`src/jacobian_residual_scatter_accumulate_core_macros.svh`:
```
// ----------------------------------------------------------------------------
// Assertion macros for the J-transpose residual accumulator
// ----------------------------------------------------------------------------
`ifndef JACOBIAN_RESIDUAL_SCATTER_ACCUMULATE_CORE_MACROS_SVH
`define JACOBIAN_RESIDUAL_SCATTER_ACCUMULATE_CORE_MACROS_SVH

// implication checked on every rising clock edge outside reset
`define JRSA_ASSERT_IMP(label, clk, rst, cond, prop, msg) \
   label: assert property (@(posedge clk) disable iff (rst) (cond) |-> (prop)) \
      else $error(msg);

// next-cycle implication checked outside reset
`define JRSA_ASSERT_NEXT(label, clk, rst, cond, prop, msg) \
   label: assert property (@(posedge clk) disable iff (rst) (cond) |=> (prop)) \
      else $error(msg);

`endif

```
`src/jrsa_pkg.sv`:
```
// ----------------------------------------------------------------------------
// jrsa_pkg
// Types and constants shared by the J-transpose residual accumulator.
// ----------------------------------------------------------------------------
package jrsa_pkg;

   localparam int NodeCount   = 4096;
   localparam int NodeWidth   = 12;
   localparam int Components  = 6;
   localparam int CompWidth   = 3;
   localparam int SumWidth    = 48;
   localparam int AddrWidth   = NodeWidth + CompWidth;
   localparam int MemDepth    = 1 << AddrWidth;

   localparam logic [1:0] OpAccumulate = 2'd0;
   localparam logic [1:0] OpRead       = 2'd1;
   localparam logic [1:0] OpClear      = 2'd2;
   localparam logic [1:0] OpUnused     = 2'd3;

   localparam logic signed [SumWidth-1:0] SumMax = {1'b0, {(SumWidth-1){1'b1}}};
   localparam logic signed [SumWidth-1:0] SumMin = {1'b1, {(SumWidth-1){1'b0}}};

   typedef struct packed {
      logic [1:0]         op;
      logic [11:0]        node_index;
      logic [15:0]        blend_weight;
      logic signed [31:0] residual_value;
      logic signed [31:0] grad_0;
      logic signed [31:0] grad_1;
      logic signed [31:0] grad_2;
      logic signed [31:0] grad_3;
      logic signed [31:0] grad_4;
      logic signed [31:0] grad_5;
   } req_word_type;

   typedef struct packed {
      logic [11:0]        read_node;
      logic signed [47:0] sum_0;
      logic signed [47:0] sum_1;
      logic signed [47:0] sum_2;
      logic signed [47:0] sum_3;
      logic signed [47:0] sum_4;
      logic signed [47:0] sum_5;
   } rsp_word_type;

   // controller to datapath
   typedef struct packed {
      logic                 load;      // capture request word
      logic                 sweep;     // reset clearing pass write
      logic                 mul_a;     // weight product
      logic                 mul_b;     // residual times grad of current comp
      logic                 mul_c;     // scale
      logic                 rd;        // memory read of current comp
      logic                 wr;        // memory write of current comp
      logic                 wr_zero;   // write zero (clear)
      logic                 cap_sum;   // capture read data into result slot
      logic [CompWidth-1:0] comp;
      logic [NodeWidth-1:0] sweep_node;
   } jrsa_cmd_type;

   typedef struct packed {
      logic [1:0] op;
      logic       node_ok;
   } jrsa_sts_type;

endpackage

```
`src/jrsa_ctrl.sv`:
```
// ----------------------------------------------------------------------------
// jrsa_ctrl
// Sequencer: clearing pass, per-component multiply and read-modify-write, clear and read.
// ----------------------------------------------------------------------------
module jrsa_ctrl import jrsa_pkg::*; (
   input  logic         clock,
   input  logic         reset,
   input  logic         req_valid,
   output logic         req_stall,
   output logic         rsp_valid,
   input  logic         rsp_stall,
   input  jrsa_sts_type sts,
   output jrsa_cmd_type cmd
);
   typedef enum logic [2:0] {
      S_SWEEP, S_IDLE, S_DECODE, S_MULB, S_MULC, S_WRITE, S_READ, S_CAP
   } state_type;

   state_type            state_ff, state_in;
   logic [CompWidth-1:0] comp_ff, comp_in;
   logic [NodeWidth-1:0] node_ff, node_in;
   logic                 rsp_valid_ff, rsp_valid_in;
   logic                 last_comp;

   assign last_comp = (comp_ff == CompWidth'(Components - 1));
   assign req_stall = (state_ff != S_IDLE) || rsp_valid_ff;
   assign rsp_valid = rsp_valid_ff;

   always_comb begin
      state_in     = state_ff;
      comp_in      = comp_ff;
      node_in      = node_ff;
      rsp_valid_in = rsp_valid_ff && rsp_stall;
      cmd          = '0;
      cmd.comp     = comp_ff;
      cmd.sweep_node = node_ff;
      unique case (state_ff)
         S_SWEEP: begin
            cmd.sweep = 1'b1;
            comp_in   = last_comp ? '0 : comp_ff + 1'b1;
            if (last_comp) begin
               node_in = node_ff + 1'b1;
               if (node_ff == NodeWidth'(NodeCount - 1)) begin
                  state_in = S_IDLE;
               end
            end
         end
         S_IDLE: begin
            comp_in = '0;
            if (req_valid && !req_stall) begin
               cmd.load = 1'b1;
               state_in = S_DECODE;
            end
         end
         S_DECODE: begin
            cmd.mul_a = 1'b1;
            unique case (sts.op)
               OpAccumulate: state_in = sts.node_ok ? S_MULB : S_IDLE;
               OpRead:       state_in = S_READ;
               OpClear:      state_in = sts.node_ok ? S_WRITE : S_IDLE;
               default:      state_in = S_IDLE;
            endcase
         end
         S_MULB: begin
            cmd.mul_b = 1'b1;
            state_in  = S_MULC;
         end
         S_MULC: begin
            cmd.mul_c = 1'b1;
            cmd.rd    = 1'b1;
            state_in  = S_WRITE;
         end
         S_WRITE: begin
            cmd.wr      = 1'b1;
            cmd.wr_zero = (sts.op == OpClear);
            comp_in     = comp_ff + 1'b1;
            if (last_comp) begin
               state_in = S_IDLE;
            end else if (sts.op != OpClear) begin
               state_in = S_MULB;
            end
         end
         S_READ: begin
            cmd.rd   = 1'b1;
            state_in = S_CAP;
         end
         S_CAP: begin
            cmd.cap_sum = 1'b1;
            comp_in     = comp_ff + 1'b1;
            if (last_comp) begin
               state_in     = S_IDLE;
               rsp_valid_in = 1'b1;
            end else begin
               state_in = S_READ;
            end
         end
         default: state_in = S_IDLE;
      endcase
   end

   always_ff @(posedge clock) begin
      if (reset) begin
         state_ff     <= S_SWEEP;
         comp_ff      <= '0;
         node_ff      <= '0;
         rsp_valid_ff <= 1'b0;
      end else begin
         state_ff     <= state_in;
         comp_ff      <= comp_in;
         node_ff      <= node_in;
         rsp_valid_ff <= rsp_valid_in;
      end
   end
endmodule

```
`config.mk`:
```
export PLATFORM = sky130hd
export DESIGN_NAME = jrsa_ctrl
export DESIGN_NICKNAME = d
export VERILOG_FILES = /design/src/jacobian_residual_scatter_accumulate_core_macros.svh /design/src/jrsa_pkg.sv /design/src/jrsa_ctrl.sv
export SDC_FILE = /design/constraint.sdc
export NUM_CORES = 1
export LEC_CHECK = 0
export ABC_AREA = 0
export BUFFER_PORTS_ARGS = -buffer_cell sky130_fd_sc_hd__buf_2
export CAP_MARGIN = 25
export CORE_UTILIZATION = 35
export DETAILED_ROUTE_END_ITERATION = 16
export MAX_ROUTING_LAYER = met4
export SYNTH_ARGS = -nofsm -noshare
export SYNTH_HDL_FRONTEND = slang
export SYNTH_SLANG_ARGS = --single-unit
```
`constraint.sdc`:
```
create_clock -name clock -period 2.6 [get_ports clock]
set_input_delay 0.52 -clock clock [delete_from_list [all_inputs] [get_ports clock]]
set_output_delay 0.52 -clock clock [all_outputs]
set_load 0.02 [all_outputs]
```
Yosys cells after proc, flatten, opt, wreduce, memory -nomap -nowiden
Index checks and enable logic that the tools add are counted.
- logic and storage cells: 57
- bits of input ports: 7
- output and inout port bits: 26
- register bits after elaboration: 19
- add/subtract/negate cells: 2
- eq/ne operators: 17
- mux-type cells: 23
- reductions and logical operators: 11
- operator list (operator ; count):
    $mux 3 ; 8
    $pmux 3 s8 ; 1
    $pmux 3 s3 ; 2
    $eq 3x3->1 const B ; 5
    $add 12x1->12 const B ; 1
    $eq 12x12->1 const B ; 1
    $mux 1 ; 10
    $ne 2x2->1 const B ; 4
    $eq 3x2->1 const B ; 2
    $mux 2 ; 2
    $reduce_and 4->1 ; 1
    $reduce_or 2->1 ; 2
    $add 3x1->3 const B ; 1
    $eq 3x1->1 const B ; 1
    $logic_not 3->1 ; 1
    $ne 3x1->1 const B ; 1
    $ne 3x3->1 const B ; 1
    $reduce_bool 3->1 ; 1
    $eq 2x1->1 const B ; 1
    $eq 2x2->1 const B ; 1
    $logic_and 1x1->1 ; 2
    $logic_not 2->1 ; 1
    $reduce_and 2->1 ; 1
    $logic_not 1->1 ; 1
    $logic_or 1x1->1 ; 1

Logic depth before layout (Yosys ltp)
- depth in word-level cells: 6
- gate-level depth with buffers: 7
- mapped depth without buffers: 6

Worst setup path after synthesis
OpenSTA, ideal clock, no wires.
- path kind: reg-to-reg
- start point: register comp_ff[0]
- end point: register node_ff[9]
- path buffers: 1
- slack: 0.615 ns
- data arrival time: 1.915 ns
- library setup time: 0.071 ns
- period minus slack after synthesis: 1.985 ns
- stages on the path, launching flop included: 7
- cells stage by stage: dfxtp_1 -> ha_1 -> nand4bb_1 -> buf_2 -> or3_4 -> or4b_1 -> a21oi_1
- longest elaborated chain between the ends: 2
- ends and longest elaborated chain (what ; RTL line ; RTL):
    start, declared ; jrsa_ctrl.sv:20 ; logic [CompWidth-1:0] comp_ff, comp_in;
    start signal, assigned ; jrsa_ctrl.sv:109 ; comp_ff <= comp_in;
    $eq 3x3->1 ; jrsa_ctrl.sv:25 ; assign last_comp = (comp_ff == CompWidth'(Components - 1));
    $reduce_and 2->1 (no line) ; - ;
    end signal, assigned ; jrsa_ctrl.sv:110 ; node_ff <= node_in;
    end, declared ; jrsa_ctrl.sv:21 ; logic [NodeWidth-1:0] node_ff, node_in;
Every way passes these cells.
A chain may end at the register's enable or synchronous reset.

==> impl_metrics.yaml <==
power:
  power.total_w: 0.000510
  p_clk_frac: 0.313
  power_switching_w: 0.000137
  ir_worst_vdd_uv: 309
  leakage_nw: 0.517
  pwr-share-comb: 0.094
  swShare: 0.267
  p_int_w: 0.000374
  powerDensity_nw_per_um2: 412
  pwr-share-seq: 0.593
timing:
  finalHoldViolCount: 0
  whs_ns: 0.466
  final-setup-viol-count: 0
  fin_setup_tns_ns: 0
  fin_crit_ns: 2.26
  max_slew.worst_pin.slew_ns: 0.628
  fin_worst_skew_ns: 0.00248
  fin_ws_ns: 0.343
  period_share: 0.868
  slew_violations: 0
  relSlewSlack: 0.581
  rsz0062_at_grt: "false"
  max_freq_ghz: 0.443
setup_path:
  path_cells: "and2_1 > and3_1 > buf_2"
  ff2ff_path_depth: 4
  worstPathArrival_ns: 1.74
  worstSetupPathType: "reg2out"
  critPathCaptureType: "output port"
  crit_cells: 3
  crit_family: "flip-flops"
  cp.required_ns: 2.08
  cp_slowest_cell: "dfxtp_1"
  max_stage_delay_ns: 0.74
  path_buf_inv: 1
  crit_fanout: 21
  startpoint_type: "flop"
  r2r_slack_ns: 0.48
worst_hold_path:
  hp-class: "in2reg"
  hold_depth: 3
global_routing:
  use_met3: 0.0507
  met1_usage: 0.177
  grt_first_pass_wirelength_mm: 3.94
  grt_usage: 0.157
  overflow: 0
  use_met2: 0.266
  grt_pass1_vias: 943
  grt_antenna_before_repair: 0
  top_usage_layer: "met2"
  grt_max_degree: 22
die:
  start_util: 0.374
  die_area_um2: 3190
  die_width_um: 56.5
  dieHeight_um: 56.5
  io_pins: 33
  core_um2: 2780
  rows: 19
cells_and_area:
  seqCellArea_um2: 380
  finalNetCount: 171
  multi_input_area_um2: 621
  final_cell_area_um2: 1240
  syn2layout_area_growth_pct: 19.1
  fill_cells: 286
  drive_above_1_share: 0.231
  antennaDiodeCount: 0
synthesis:
  synth-xor-area-share: 0.0758
  synth_fa_ha_area_frac: 0.0361
  ys_warn_count: 0
  yosys.area_share.simple: 0.320
  synth_fp_nets: 141
  postSynthAreaPerCell_um2: 7.94
  synth_top_family_by_area: "simple AND/OR/NAND/NOR gates"
  syn_inst: 131
  synth_compound_area_frac: 0.165
  netlist_area_um2: 1040
  ys_seq_elements: 19
  synth_seq_area_share: 0.366
  synthMuxAreaShare: 0
  synth_cell_types: 35
run_status:
  outcome: "completed"
cts:
  htreeDepth: 1
  cts_sinks: 19
  ctsHoldBuffers: 0
  cts_tree: "built"
  clk_pin_slew_worst_paths_ns: 0.12
  cts_buffers: 3
  post_cts_buffers: 0
  insertion_delay_ns: 0.31
  post_cts_resized: 0
  clockBufferDepth: 2
  clk_root_buffer_cell: "clkbuf_4"
place:
  gp_congestion: 0.855
  dp.final_hpwl_mm: 1.73
  io_buffers: 32
  place_area_um2: 1210
  pre_cts_slack_ns: 0.535
detailed_routing:
  dr.first_iter.drc_count: 41
  wl_per_cell_um: 12.5
  ant_nets: 0
  vias: 1054
  drt_wl_total_mm: 2.39
  routed_via_density: 5.52
  first_pass_iters: 4
  drc: 0
flow_run:
  max_cap_viol_count: 0
[layout by cell type, fill, tap and decap left out, types with 2 or more instances in the layout]
cell type / synthesis / routed
nor4_1: 4 / 4
nor2b_1: 4 / 4
inv_1: 3 / 3
nor3b_1: 2 / 2
o21ai_0: 9 / 9
nor2_1: 17 / 17
dfxtp_1: 19 / 19
a21oi_1: 6 / 6
ha_1: 3 / 3
buf_2: 1 / 32
nand2_1: 11 / 11
a22oi_1: 2 / 2
xnor2_1: 7 / 7
or3_1: 3 / 3
and2_1: 3 / 3
a211oi_1: 4 / 4
and3_1: 3 / 3
xor2_1: 2 / 2
nand3_1: 5 / 5
clkbuf_4: 0 / 3
nor3_1: 4 / 4
[cell usage after synthesis (all sizes together)]
master / n / area share
dfxtp: 19 / 0.37
nor2: 17 / 0.061
nand2: 11 / 0.040
o21ai: 9 / 0.043
xnor2: 7 / 0.059
a21oi: 6 / 0.029
nand3: 5 / 0.024
a211oi: 4 / 0.029
clkbuf: 4 / 0.014
nor2b: 4 / 0.024
nor3: 4 / 0.019
nor4: 4 / 0.024
or3: 4 / 0.029
and2: 3 / 0.018
and3: 3 / 0.018
buf: 3 / 0.012
ha: 3 / 0.036
inv: 3 / 0.011
a22oi: 2 / 0.014
nor3b: 2 / 0.014
xor2: 2 / 0.017
a211o: 1 / 0.0084
a221oi: 1 / 0.0084
and4: 1 / 0.0084
nand2b: 1 / 0.0060
nand4: 1 / 0.0060
nand4bb: 1 / 0.011
o21bai: 1 / 0.0072
o311a: 1 / 0.0096
o31a: 1 / 0.0084
o31ai: 1 / 0.0072
or4: 1 / 0.0072
or4b: 1 / 0.0096
[power by group through the flow]
stage               combinational, W  clock (W)  sequential, W
floorplan                  0.0000271          0       0.000315
global placement           0.0000483          0       0.000309
detailed placement         0.0000488          0       0.000309
CTS                        0.0000491   0.000165       0.000303
global route               0.0000542   0.000175       0.000304
finish                     0.0000482   0.000160       0.000303
[cells by family after synthesis]
logic type | Yosys count
DFF | 19
and+or+nand+nor | 63
buffers and inverters | 10
adders and majority gates | 3
xor gates and xnor gates | 9
AOI/OAI and AO/OA | 27
[sequential cells by signal, summed over array words and instances (netlist names)]
name	flops
comp_ff	3
node_ff	12
rsp_valid	1
state_ff	3
[worst min-delay path, stage by stage]
cell and delay (ns):
buf_2 0.07, a22oi_1 0.07, nor2_1 0.08
[through the flow]
step,utilization,std cells
after floorplan,-,131
after global placement,0.435,187
after detailed placement,0.435,187
after CTS,0.445,191
after global routing,0.445,191
final,0.445,191
[metal layers]
layer  share of wire  up-vias
met4          0.0054        0
met1            0.45      485
met3           0.070        2
li1                -      523
met2            0.47       44
met5               0        -
[final timing paths]
check,end,startpoint
hold / removal,rsp_valid,rsp_stall
setup / recovery,cmd[16],state_ff[2]
hold reg to reg,node_ff[10],node_ff[10]
setup reg to reg,node_ff[9],state_ff[0]
[area by class of cell]
type / instances / area share
multi-input combinational: 102 / 0.501
sequential: 19 / 0.307
inverter: 3 / 0.00909
timing repair buffer: 32 / 0.129
clock buffer: 3 / 0.0182
tap: 31 / 0.0313
clock inverter: 1 / 0.00404
Power figures use the tool's default switching activity.
